File: src/rtl/core/u16u8_pkg.sv
package u16u8_pkg;

    localparam logic [15:0] SUR_HI_BASE = 16'hD800;
    localparam logic [15:0] SUR_LO_BASE = 16'hDC00;
    localparam logic [15:0] SUR_END     = 16'hE000;
    localparam logic [20:0] SUPP_BASE   = 21'h10000;

    localparam int QUEUE_DEPTH_DEF = 4;
    localparam int RUN_MAX         = 6;
    localparam int RUN_LEN_W       = 3;

    typedef struct packed {
        logic [3:0][7:0] bytes;
        logic [2:0]      len;
    } utf8_seq_t;

    // One step's worth of output bytes, first byte at index 0
    typedef struct packed {
        logic [RUN_MAX-1:0][7:0] bytes;
        logic [RUN_LEN_W-1:0]    count;
        logic                    done;
    } run_job_t;

    function automatic utf8_seq_t encode_cp(input logic [20:0] cp);
        utf8_seq_t seq;
        seq = '0;
        if (cp < 21'h80) begin
            seq.bytes[0] = cp[7:0];
            seq.len      = 3'd1;
        end
        else if (cp < 21'h800) begin
            seq.bytes[0] = {3'b110, cp[10:6]};
            seq.bytes[1] = {2'b10, cp[5:0]};
            seq.len      = 3'd2;
        end
        else if (cp < 21'h10000) begin
            seq.bytes[0] = {4'b1110, cp[15:12]};
            seq.bytes[1] = {2'b10, cp[11:6]};
            seq.bytes[2] = {2'b10, cp[5:0]};
            seq.len      = 3'd3;
        end
        else begin
            seq.bytes[0] = {5'b11110, cp[20:18]};
            seq.bytes[1] = {2'b10, cp[17:12]};
            seq.bytes[2] = {2'b10, cp[11:6]};
            seq.bytes[3] = {2'b10, cp[5:0]};
            seq.len      = 3'd4;
        end
        return seq;
    endfunction

endpackage

File: src/rtl/core/utf16be_to_utf8_transcoder_unit.sv
// Channel   Handshake            Payload
// input     in_valid/in_stall    in_byte[7:0], stream_end
// output    out_valid/out_stall  out_byte[7:0], run_last, text_done
//
// An input byte is taken every cycle while the run queue has room; each byte
// becomes a run of 0 to 6 UTF-8 bytes, queued whole.
// The output serializer sends one byte per cycle while out_stall is low.
// rst_n clears the unit assembler, the held surrogate, the queue and the
// output valid flag at once. An output stall holds the output register and
// backs up into the queue; in_stall rises only once the queue is full.
module utf16be_to_utf8_transcoder_unit
#(
    parameter int QUEUE_DEPTH = u16u8_pkg::QUEUE_DEPTH_DEF
)
(
    input  logic       clk,
    input  logic       rst_n,
    input  logic       in_valid,
    output logic       in_stall,
    input  logic [7:0] in_byte,
    input  logic       stream_end,
    output logic       out_valid,
    input  logic       out_stall,
    output logic [7:0] out_byte,
    output logic       run_last,
    output logic       text_done
);
    import u16u8_pkg::*;

    run_job_t push_job;
    run_job_t head_job;
    logic     push;
    logic     pop;
    logic     q_empty;
    logic     q_full;
    logic     accept;

    assign in_stall = q_full;
    assign accept   = in_valid && !q_full;

    u16u8_front u_front
    (
        .clk        (clk),
        .rst_n      (rst_n),
        .accept     (accept),
        .in_byte    (in_byte),
        .stream_end (stream_end),
        .push       (push),
        .push_job   (push_job)
    );

    u16u8_queue
    #(
        .DEPTH (QUEUE_DEPTH)
    )
    u_queue
    (
        .clk      (clk),
        .rst_n    (rst_n),
        .push     (push),
        .push_job (push_job),
        .pop      (pop),
        .head_job (head_job),
        .empty    (q_empty),
        .full     (q_full)
    );

    u16u8_back u_back
    (
        .clk       (clk),
        .rst_n     (rst_n),
        .head_job  (head_job),
        .empty     (q_empty),
        .pop       (pop),
        .out_valid (out_valid),
        .out_stall (out_stall),
        .out_byte  (out_byte),
        .run_last  (run_last),
        .text_done (text_done)
    );

endmodule

File: src/rtl/core/u16u8_front.sv
module u16u8_front
(
    input  logic                clk,
    input  logic                rst_n,
    input  logic                accept,
    input  logic [7:0]          in_byte,
    input  logic                stream_end,
    output logic                push,
    output u16u8_pkg::run_job_t push_job
);
    import u16u8_pkg::*;

    logic [7:0]  upper_reg, upper_next;
    logic        have_upper_reg, have_upper_next;
    logic [9:0]  hs_reg, hs_next;
    logic        have_hs_reg, have_hs_next;

    logic [15:0] unit;
    logic        flush;
    logic        main_valid;
    logic [20:0] main_cp;
    logic [20:0] flush_cp;
    utf8_seq_t   flush_seq;
    utf8_seq_t   main_seq;

    assign unit     = {upper_reg, in_byte};
    assign flush_cp = 21'(SUR_HI_BASE) + 21'(hs_reg);

    always_comb
    begin
        upper_next      = upper_reg;
        have_upper_next = have_upper_reg;
        hs_next         = hs_reg;
        have_hs_next    = have_hs_reg;
        flush           = 1'b0;
        main_valid      = 1'b0;
        main_cp         = 21'(unit);
        if (!have_upper_reg)
        begin
            if (stream_end)
            begin
                // drop the odd byte, flush any held surrogate
                flush = have_hs_reg;
            end
            else
            begin
                upper_next      = in_byte;
                have_upper_next = 1'b1;
            end
        end
        else
        begin
            upper_next      = '0;
            have_upper_next = 1'b0;
            if (have_hs_reg && (unit inside {[SUR_LO_BASE:SUR_END - 16'd1]}))
            begin
                main_cp      = SUPP_BASE + {1'b0, hs_reg, unit[9:0]};
                main_valid   = 1'b1;
                hs_next      = '0;
                have_hs_next = 1'b0;
            end
            else
            begin
                flush        = have_hs_reg;
                hs_next      = '0;
                have_hs_next = 1'b0;
                if ((unit inside {[SUR_HI_BASE:SUR_LO_BASE - 16'd1]}) && !stream_end)
                begin
                    hs_next      = unit[9:0];
                    have_hs_next = 1'b1;
                end
                else
                begin
                    main_valid = 1'b1;
                end
            end
        end
        if (stream_end)
        begin
            upper_next      = '0;
            have_upper_next = 1'b0;
            hs_next         = '0;
            have_hs_next    = 1'b0;
        end
    end

    assign flush_seq = encode_cp(flush_cp);
    assign main_seq  = encode_cp(main_cp);

    always_comb
    begin
        push_job.done  = stream_end;
        push_job.count = (flush ? RUN_LEN_W'(3) : '0) + (main_valid ? main_seq.len : '0);
        if (flush)
        begin
            push_job.bytes = {main_seq.bytes[2:0], flush_seq.bytes[2:0]};
        end
        else
        begin
            push_job.bytes = {16'h0000, main_seq.bytes};
        end
    end

    assign push = accept && (push_job.count != '0);

    always_ff @(posedge clk or negedge rst_n)
    begin
        if (!rst_n)
        begin
            upper_reg      <= '0;
            have_upper_reg <= 1'b0;
            hs_reg         <= '0;
            have_hs_reg    <= 1'b0;
        end
        else if (accept)
        begin
            upper_reg      <= upper_next;
            have_upper_reg <= have_upper_next;
            hs_reg         <= hs_next;
            have_hs_reg    <= have_hs_next;
        end
    end

endmodule

File: src/rtl/core/u16u8_queue.sv
module u16u8_queue
#(
    parameter int DEPTH = u16u8_pkg::QUEUE_DEPTH_DEF
)
(
    input  logic                clk,
    input  logic                rst_n,
    input  logic                push,
    input  u16u8_pkg::run_job_t push_job,
    input  logic                pop,
    output u16u8_pkg::run_job_t head_job,
    output logic                empty,
    output logic                full
);
    import u16u8_pkg::*;

    localparam int PTR_W = (DEPTH > 1) ? $clog2(DEPTH) : 1;
    localparam int CNT_W = $clog2(DEPTH + 1);

    run_job_t             store [DEPTH];
    logic [PTR_W-1:0]     wr_ptr_reg, wr_ptr_next;
    logic [PTR_W-1:0]     rd_ptr_reg, rd_ptr_next;
    logic [CNT_W-1:0]     count_reg, count_next;

    assign empty    = (count_reg == '0);
    assign full     = (count_reg == CNT_W'(DEPTH));
    assign head_job = store[rd_ptr_reg];

    always_comb
    begin
        wr_ptr_next = wr_ptr_reg;
        rd_ptr_next = rd_ptr_reg;
        count_next  = count_reg;
        if (push)
        begin
            wr_ptr_next = (wr_ptr_reg == PTR_W'(DEPTH - 1)) ? '0 : wr_ptr_reg + 1'b1;
        end
        if (pop)
        begin
            rd_ptr_next = (rd_ptr_reg == PTR_W'(DEPTH - 1)) ? '0 : rd_ptr_reg + 1'b1;
        end
        if (push && !pop)
        begin
            count_next = count_reg + 1'b1;
        end
        else if (pop && !push)
        begin
            count_next = count_reg - 1'b1;
        end
    end

    always_ff @(posedge clk)
    begin
        if (push)
        begin
            store[wr_ptr_reg] <= push_job;
        end
    end

    always_ff @(posedge clk or negedge rst_n)
    begin
        if (!rst_n)
        begin
            wr_ptr_reg <= '0;
            rd_ptr_reg <= '0;
            count_reg  <= '0;
        end
        else
        begin
            wr_ptr_reg <= wr_ptr_next;
            rd_ptr_reg <= rd_ptr_next;
            count_reg  <= count_next;
        end
    end

endmodule

File: src/rtl/core/u16u8_back.sv
module u16u8_back
(
    input  logic                clk,
    input  logic                rst_n,
    input  u16u8_pkg::run_job_t head_job,
    input  logic                empty,
    output logic                pop,
    output logic                out_valid,
    input  logic                out_stall,
    output logic [7:0]          out_byte,
    output logic                run_last,
    output logic                text_done
);
    import u16u8_pkg::*;

    logic [RUN_LEN_W-1:0] idx_reg, idx_next;
    logic                 valid_reg, valid_next;
    logic [7:0]           byte_reg;
    logic                 last_reg;
    logic                 done_reg;
    logic                 load;
    logic                 take;
    logic                 at_last;

    // refill the output register when empty or being taken
    assign load    = !valid_reg || !out_stall;
    assign take    = load && !empty;
    assign at_last = (idx_reg == head_job.count - 1'b1);
    assign pop     = take && at_last;

    always_comb
    begin
        idx_next   = idx_reg;
        valid_next = valid_reg;
        if (load)
        begin
            valid_next = !empty;
        end
        if (take)
        begin
            idx_next = at_last ? '0 : idx_reg + 1'b1;
        end
    end

    always_ff @(posedge clk)
    begin
        if (take)
        begin
            byte_reg <= head_job.bytes[idx_reg];
            last_reg <= at_last;
            done_reg <= at_last && head_job.done;
        end
    end

    always_ff @(posedge clk or negedge rst_n)
    begin
        if (!rst_n)
        begin
            idx_reg   <= '0;
            valid_reg <= 1'b0;
        end
        else
        begin
            idx_reg   <= idx_next;
            valid_reg <= valid_next;
        end
    end

    assign out_valid = valid_reg;
    assign out_byte  = byte_reg;
    assign run_last  = last_reg;
    assign text_done = done_reg;

endmodule

File: config.mk
export PLATFORM = sky130hd
export DESIGN_NAME = utf16be_to_utf8_transcoder_unit
export DESIGN_NICKNAME = d
export VERILOG_FILES = /design/src/rtl/core/u16u8_pkg.sv /design/src/rtl/core/utf16be_to_utf8_transcoder_unit.sv /design/src/rtl/core/u16u8_front.sv /design/src/rtl/core/u16u8_queue.sv /design/src/rtl/core/u16u8_back.sv
export SDC_FILE = /design/constraint.sdc
export NUM_CORES = 1
export LEC_CHECK = 0
export BUFFER_PORTS_ARGS = -buffer_cell sky130_fd_sc_hd__buf_2
export CAP_MARGIN = 20
export CORE_ASPECT_RATIO = 1.4
export CORE_MARGIN = 10
export CORE_UTILIZATION = 35
export CTS_BUF_LIST = sky130_fd_sc_hd__clkbuf_8
export DETAILED_ROUTE_END_ITERATION = 10
export GPL_ROUTABILITY_DRIVEN = 0
export PLACE_DENSITY_LB_ADDON = 0.12
export SYNTH_ARGS = -nofsm -noshare
export SYNTH_HDL_FRONTEND = slang
export SYNTH_SLANG_ARGS = --single-unit
File: constraint.sdc
create_clock -name clk -period 5.8 [get_ports clk]
set_input_delay 0.29 -clock clk [delete_from_list [all_inputs] [get_ports clk]]
set_output_delay 0.29 -clock clk [all_outputs]
set_load 0.05 [all_outputs]
# == After elaboration in Yosys (flattened, before gate mapping) ==
# Memory sizes are Yosys's and may differ from the RTL's.
# Cells that the tools add are included.
# totals
rom_bits,0
latch_bits,0
regBits,41
memories,1
mem_bits_rw,208
out_inout_bits,12
elab_cells,104
# op_classes
multipliers,0
bitwise,0
eq_ne,4
div,0
n_addsub,9
order_cmp,11
n_reduce_logical,24
shifts,0
mux,43
# mem_list
name,words,word_bits,read_ports,rd_ports_with_merged_regs,wr,line,rtl
u_queue.store,4,52,1,0,1,u16u8_queue.sv:20,run_job_t store [DEPTH];
# ops
operator,count
$mux W25,2
$mux W48,1
$lt A21 B12 Y1 const B,2
$lt A21 B17 Y1 const B,2
$lt A21 B8 Y1 const B,2
$mux W21,2
$mux W10,4
$mux W8,5
$mux W19,2
$ge A16 B16 Y1 const B,2
$le A16 B16 Y1 const B,2
$mux W16,2
$bmux W8 S3,1
$mux W24,1
$mux W11,2
$add A17 B20 Y21 const A,1
$add A16 B10 Y17 const A,1
$mux W1,14
$mux W3,4
$logic_and A1 B1 Y1,11
$logic_not A1 Y1,7
$add A3 B1 Y3 const B,2
$mux W2,3
$sub A3 B1 Y3 const B,2
other kinds (11),14

# == Logic depth before layout (Yosys ltp) ==
# Gate-level depths: netlist of the first run.
# depth
word_depth,17
depth_mapped,17
mapped_depth_nobuf,16

# == Hierarchy ==
# Synthesis of the first run repeated with hierarchy kept, for this count alone.
# unflattened
cells_unflattened,616
hier_area_um2,10761.6
# modules_own_cells
mod,area_each_um2,cells_each,instances,seq_area_each_um2
u16u8_queue,7985.2,309,1,6421.2
u16u8_front,1789.2,232,1,500.5
u16u8_back,973.4,74,1,400.4
utf16be_to_utf8_transcoder_unit,13.8,1,1,0.0

# == Worst setup path after synthesis of the first run ==
# OpenSTA, ideal clock, no wires.
# synth_path
path_type,register to register
startpoint,register u_front.hs_reg[6]
endpoint,memory u_queue.store[0][0] (netlist name) (enable)
setup_slack_ns,1.376
setup_ns,0.410
required_ns,5.390
path_buffers,1
arrival_ns,4.014
path_stages_with_launch,13
period_less_slack_ns,4.424
path_cell_list,dfrtp_1 ha_1 and3b_1 o211a_1 buf_2 nor2_2 or3_1 a21oi_1 ha_1 fa_1 or3_4 a31oi_4 and2_1
# synth_between
elab_chain_len,13
# synth_rtl
item,line,rtl
"start, declared",u16u8_front.sv:15,"logic [9:0] hs_reg, hs_next;"
"start signal, assigned",u16u8_front.sv:119,hs_reg <= hs_next;
$add A17 B20 Y21 *,u16u8_front.sv:57,"main_cp = SUPP_BASE + {1'b0, hs_reg, unit[9:0]};"
$mux W21 *,u16u8_front.sv:55,if (have_hs_reg && (unit inside {[SUR_LO_BASE:SUR_END - 16'd1]}))
$mux W21 *,u16u8_front.sv:38,if (!have_upper_reg)
$lt A21 B17 Y1,u16u8_pkg.sv:36,else if (cp < 21'h10000) begin
$mux W25,u16u8_pkg.sv:36,
$mux W19,u16u8_pkg.sv:31,else if (cp < 21'h800) begin
$mux W11 *,u16u8_pkg.sv:27,if (cp < 21'h80) begin
$mux W3 *,u16u8_front.sv:93,push_job.count = (flush ? RUN_LEN_W'(3) : '0) + (main_valid ? main_seq.len : '0);
$add A3 B3 Y3 *,u16u8_front.sv:93,
$reduce_bool A3 Y1 *,u16u8_front.sv:104,assign push = accept && (push_job.count != '0);
$logic_and A1 B1 Y1 *,u16u8_front.sv:104,
named net push,utf16be_to_utf8_transcoder_unit.sv:32,logic push;
$mux W1 *,u16u8_queue.sv:54,if (push)
$mux W1 (implied by the code) *,u16u8_queue.sv:56,store[wr_ptr_reg] <= push_job;
"end, declared",u16u8_queue.sv:20,
# The timed path passes the listed nets; every way through them passes the cells marked *.

# == Worst setup path in the final report of the first run ==
# layout_path
startpoint,register u_front.hs_reg[6]
endpoint,memory u_queue.store[2][38] (netlist name) (enable)
# Same word-level chain as after synthesis.

==> summary.md, run 1 <==
| Metric | Value |
|---|---|
| Fin. Hold Viols | 0 |
| Setup Buffers After CTS | 0 |
| Vias per cell | 5.31 |
| Routed Antenna Nets | 0 |
| FILL cells | 2,649 |
| Fmax | 215 MHz |
| CP Data Arrival Time | 4.80 ns |
| WL/cell | 23.2 um |
| DP Worst Slack | 1.20 ns |
| Max FO, Critical Path | 48 |
| Worst vdd ir | 335 uV |
| Cell Area, Synth | 10,100 um^2 |
| Drt pass-1 iters | 5 |
| Critical path launch point | u_front.hs_reg[6] |
| RR Startpoint | u_front.hs_reg[6] |
| Starting Density | 35.6% |
| Worst Tran Pin Value | 0.983 ns |
| Startpoint class of the critical path | flop |
| Syn_area_per_cell | 16.3 um^2 |
| Hold crit path type | primary input to flop |
| First-pass GRT wire length | 38,400 um |
| Largest net degree at the start of global routing | 49 |
| Final worst slack | 1.16 ns |
| Chip height | 221 um |
| Max-cap check violation count | 0 |
| # IOs | 25 |
| Remaining global-route overflow | 0 |
| Post-layout util | 40.1% |
| Post-layout net count | 691 |
| Run status | completed |
| Die outline width | 164 um |
| CTS tree | done |
| Residual DRC | 0 |
| Minimum clock period | 4.64 ns |
| Vias in the first global route | 6,142 |
| Final max-slew violation count | 0 |
| Starting DRT DRC Count | 419 |
| Synth Flop Type | edfxtp_1 |
| Synthesis-to-layout area growth | 12.6% |
| Worst rel slew slack | 34.1% |
| Gate power share | 33.0% |
| Reg2reg setup slack | 1.16 ns |
| DPL Wire Length | 16,700 um |
| Root buffer cell | clkbuf_8 |
| Syn nets | 647 |
| LEAKAGE | 3.96 nW |
| Overall routed net length | 24,800 um |
| TritonCTS Sinks | 233 |
| Post-DP Area | 10,700 um^2 |
| Clk slew on worst S/H paths | 0.06 ns |
| Row Count | 73 |
| H-Tree Depth | 2 |
| Placed Cells | 1,000 |
| Max FFs per register | 192 |
| Register area | 6850 um^2 |
| Area of the multi-input gates | 3120 um^2 |
| Crit path kind | flop to flop |
| Max clock buf depth | 3 |
| Reg power frac | 43.5% |
| Pwr/cell area | 489 nW/um^2 |
| Synth unique cells | 60 |
| Switching Power | 1.91 mW |
| Vias | 5,675 |
| Sum Neg Setup Slack | 0 ns |
| Synth Instances | 622 |
| Number of diodes | 0 |
| Post-route insts no fill | 1,069 |
| P_int | 3.67 mW |
| Worst Hold Slack | 0.0743 ns |
| Skew final | 0.0234 ns |
| Post-synth EDFFs | 202 |
| Sw frac | 34.2% |
| Final worst path period share | 80.1% |
| Global-route usage over all layers | 13.9% |
| Initial antenna violation count | 0 |
| Port bufs | 24 |
| RSZ-0062 raised after global routing | false |
| Design Area, Final | 11,400 um^2 |
| Die area | 36,300 um^2 |
| Final setup viols | 0 |
| CP Capture Type | flop |
| Tot Pwr | 5.59 mW |
| Async S/R FF share, synth | 13.3% |
| YS warnings | 0 |
| Worst Hold Launch | in_byte[3] |
| Clock power frac | 23.5% |
| #FFs+latches synth | 233 |
| Sequential share of the synthesized area | 67.5% |
| Clock latency on the worst-skew pair | 0.55 ns |
| CTS buffer count | 37 |
| Share of layout cells above drive strength 1 | 24.1% |
| Core Area | 28,500 um^2 |
| Data required time at the worst endpoint | 5.95 ns |
==> what timing repair did <==
| item | in CTS | in global routing |
|---|---|---|
| hold endpoints to repair | 32 | 0 |
| hold buffers | 2 | 0 |
| gates resized for setup | 0 | 0 |
==> routing by layer <==
metal	up-vias	part of all wire, %	wire length (um)	GRT usage (%)
met5	-	0	0	0
met4	0	2.6	648	4.78
met3	48	3.5	876	2.36
met2	149	53	13200	24.6
met1	2927	41	10100	16.7
li1	2551	-	-	-
==> worst paths after layout <==
path | end | depth (start not counted)
min in group asynchronous | u_queue.wr_ptr_reg[1] | 2
worst min register to register | u_queue.count_reg[2] | 1
worst max register to register | u_queue.store[2][38] | 12
worst max-delay path | u_queue.store[2][38] | 12
max in group asynchronous | u_queue.rd_ptr_reg[0] | 2
worst min-delay path | u_front.upper_reg[3] | 3
==> layout by cell type, fill, tap and decap left out, types with 21 or more instances in the layout <==
cell type and n:
dfrtp_1 29, inv_1 32, nand2_1 59, clkbuf_8 40, o21ai_0 35, mux4_2 55
buf_2 24, edfxtp_1 202, nor2_1 21
==> power groups by stage <==
stage,Clock (mW),Sequential [mW],Combinational [mW]
2_1_floorplan,0,2.51,1.25
3_3_place_gp,0,2.46,1.88
3_5_place_dp,0,2.47,1.89
4_1_cts,1.36,2.44,1.90
5_1_grt,1.43,2.47,2.01
6_report,1.31,2.43,1.84
==> layout make-up <==
| cell class | instances | share of cell area [%] |
|---|---|---|
| clock buffers | 40 | 4.82 |
| clock inverters | 27 | 1.19 |
| inverters | 14 | 0.460 |
| multi-input cells | 341 | 27.3 |
| flip-flops and latches | 233 | 59.9 |
| well taps | 375 | 4.11 |
| repair buffers | 39 | 2.19 |
==> synth_stat cells (all sizes together) (2+ instances only) <==
cell       n  area (um^2)
fa         2         40.0
a211o      2         17.5
nor3       9         45.0
o21a       3         22.5
dfrtp     31          776
nand2     60          228
a22o       2         17.5
xor2       6         52.6
and2      10         62.6
edfxtp   202         6070
mux2i     11          110
xnor2      3         26.3
or3        4         30.0
o2bb2ai    9         78.8
nand3     13         65.1
o211ai     4         30.0
o22ai      3         18.8
mux4      55         1240
clkbuf    18         68.8
o31ai      7         71.3
a21o       5         37.5
nor2b      3         18.8
nor2      22         85.1
mux2      11          124
a22oi      2         15.0
a21oi     14         70.1
buf       16         77.6
a32o       3         30.0
nor4       3         18.8
a31oi      7         58.8
ha        10          125
nand2b     4         25.0
or2        4         25.0
o21ai     35          175
inv       14         52.6
==> critical path: stages, from the launching register on <==
cell and delay [ns]:
dfrtp_1 0.46, ha_1 0.29, and3b_1 0.20, o211a_1 0.37
nor2_2 0.57, or3_1 0.23, a21oi_1 0.05, ha_1 0.20
fa_1 0.37, or3_4 0.42, a31oi_4 0.25, and2_2 0.19
buf_4 0.56
==> cell families (layout without fill, tap and decap cells) <==
logic type / after synthesis / count (layout) / share of synthesized area [%]
and+or+nand+nor: 138 / 138 / 6.52
muxes: 77 / 77 / 14.5
buffers and inverters: 48 / 120 / 1.96
adders and majority gates: 12 / 12 / 1.63
AOI/OAI and AO/OA: 105 / 105 / 7.12
DFF: 233 / 233 / 67.5
xor gates and xnor gates: 9 / 9 / 0.777
(Power assumes the default switching activity.)
==> run 2: changes to the inputs <==
==> constraint.sdc (replaced) <==
create_clock -name clk -period 4 [get_ports clk]
set_input_delay 0.2 -clock clk [delete_from_list [all_inputs] [get_ports clk]]
set_output_delay 0.2 -clock clk [all_outputs]
set_load 0.05 [all_outputs]
==> summary.md, run 2 (synthesis results as in run 1) <==
| Metric | Value |
|---|---|
| Vias | 5,675 |
| Global-route usage over all layers | 13.6% |
| Core Area | 28,500 um^2 |
| Root buffer cell | clkbuf_8 |
| Overall routed net length | 24,100 um |
| DPL Wire Length | 16,200 um |
| TritonCTS Sinks | 233 |
| Slowest cell on crit path | fa_1 |
| Final max-slew violation count | 0 |
| Largest net degree at the start of global routing | 37 |
| Reg power frac | 42.5% |
| Gate power share | 34.8% |
| # IOs | 25 |
| Share of layout cells above drive strength 1 | 25.9% |
| Die outline width | 164 um |
| Design Area, Final | 11,700 um^2 |
| Row Count | 73 |
| Run status | completed |
| Final worst path period share | 93.1% |
| First-pass GRT wire length | 37,700 um |
| Crit path kind | flop to flop |
| Tot Pwr | 8.07 mW |
| Pwr/cell area | 692 nW/um^2 |
| Chip height | 221 um |
| Skew final | 0.0166 ns |
| H-Tree Depth | 2 |
| Initial antenna violation count | 0 |
| Final setup viols | 0 |
| Vias per cell | 5.19 |
| CP Data Arrival Time | 4.14 ns |
| Post-layout net count | 720 |
| Startpoint class of the critical path | flop |
| CTS tree | done |
| Max FO, Critical Path | 5 |
| DP Worst Slack | 0.248 ns |
| Post-DP Area | 10,900 um^2 |
| Worst Hold Slack | 0.257 ns |
| Worst vdd ir | 422 uV |
| Most frequent CP cell | ha_1 |
| Crit-path max cell delay | 0.48 ns |
| Worst Tran Pin Value | 1.09 ns |
| Clock latency on the worst-skew pair | 0.53 ns |
| Number of diodes | 0 |
| Drt pass-1 iters | 5 |
| Starting Density | 35.6% |
| Leading cell type in the layout, fill and taps excluded | edfxtp_1 |
| Crit path cell chain | ha_1 > nor2_1 > o211a_1 > nor2_2 > or3_1 > a21oi_1 > ha_1 > fa_1 > nor2_2 > a31oi_4 > ha_1 > inv_1 > fa_1 > mux2_2 |
| Crit path max-delay family | adder cells |
| Clk slew on worst S/H paths | 0.06 ns |
| Starting DRT DRC Count | 496 |
| Remaining global-route overflow | 0 |
| Fin. Hold Viols | 0 |
| Final worst slack | 0.276 ns |
| RSZ-0062 raised after global routing | false |
| CTS buffer count | 38 |
| Synthesis-to-layout area growth | 15.1% |
| Minimum clock period | 3.72 ns |
| Setup Buffers After CTS | 0 |
| Hold crit path type | primary input to asynchronous set/reset pin |
| Fmax | 269 MHz |
| Max FFs per register | 192 |
| Port bufs | 24 |
| LEAKAGE | 4.09 nW |
| Routed Antenna Nets | 0 |
| CP Capture Type | flop |
| Clock power frac | 22.7% |
| Worst rel slew slack | 27.6% |
| Commonest non-fill, non-tap cells in the layout | edfxtp_1 (202), nand2_1 (59), mux4_2 (55) |
| Vias in the first global route | 6,179 |
| Sw frac | 33.6% |
| Max clock buf depth | 3 |
| CP Buf/Inv Count | 1 |
| Max-cap check violation count | 0 |
| Data required time at the worst endpoint | 4.41 ns |
| Die area | 36,300 um^2 |
| Switching Power | 2.71 mW |
| Sum Neg Setup Slack | 0 ns |
| P_int | 5.36 mW |
| Residual DRC | 0 |
| WL/cell | 22.0 um |
-- run 2: worst paths after layout --
check                                           from                     to  slack [ns]  cells past startpoint
worst min register to register  u_queue.count_reg[2]   u_queue.count_reg[2]        0.51                      1
worst min-delay path                           rst_n  u_queue.wr_ptr_reg[1]        0.26                      2
worst max register to register     u_front.hs_reg[7]   u_queue.count_reg[1]        0.28                     14
max in group asynchronous                      rst_n  u_queue.rd_ptr_reg[0]        3.22                      2
min in group clk                            in_valid   u_front.upper_reg[0]        0.41                      4
worst max-delay path               u_front.hs_reg[7]   u_queue.count_reg[1]        0.28                     14
-- run 2: per-stage QoR --
step	util (%)	cells
finish	41.0	1094
global route	41.0	1094
CTS	40.9	1094
detailed placement	38.2	1019
global placement	38.2	1019
floorplan	-	622
-- run 2: cell type report --
cell class,instances,area (um^2)
Fill cell,2634,16800
Inverter,14,52.6
Sequential cell,233,6850
Timing Repair Buffer,67,520
Tap cell,375,469
Multi-Input combinational cell,341,3120
Clock buffer,42,578
Clock inverter,22,85.1
-- run 2: what timing repair did --
action / in CTS / in global routing
hold buffers: 11 / 0
endpoints found under the setup margin: 0 / 1
hold endpoints to repair: 50 / 0
gates resized for setup: 0 / 1
-- run 2: per-layer routing --
metal	global-route usage, %	share of wire (%)	vias to the layer above
li1	-	-	2603
met1	17.0	42	2886
met5	0	0	-
met4	5.04	2.9	0
met2	22.9	51	136
met3	2.47	3.7	50
-- run 2: power groups by stage --
stage	Combinational [mW]	Sequential, mW	Clock [mW]
4_1_cts	2.89	3.44	1.91
5_1_grt	3.07	3.48	2.02
2_1_floorplan	1.81	3.63	0
3_3_place_gp	2.86	3.46	0
6_report	2.81	3.43	1.83
3_5_place_dp	2.87	3.49	0
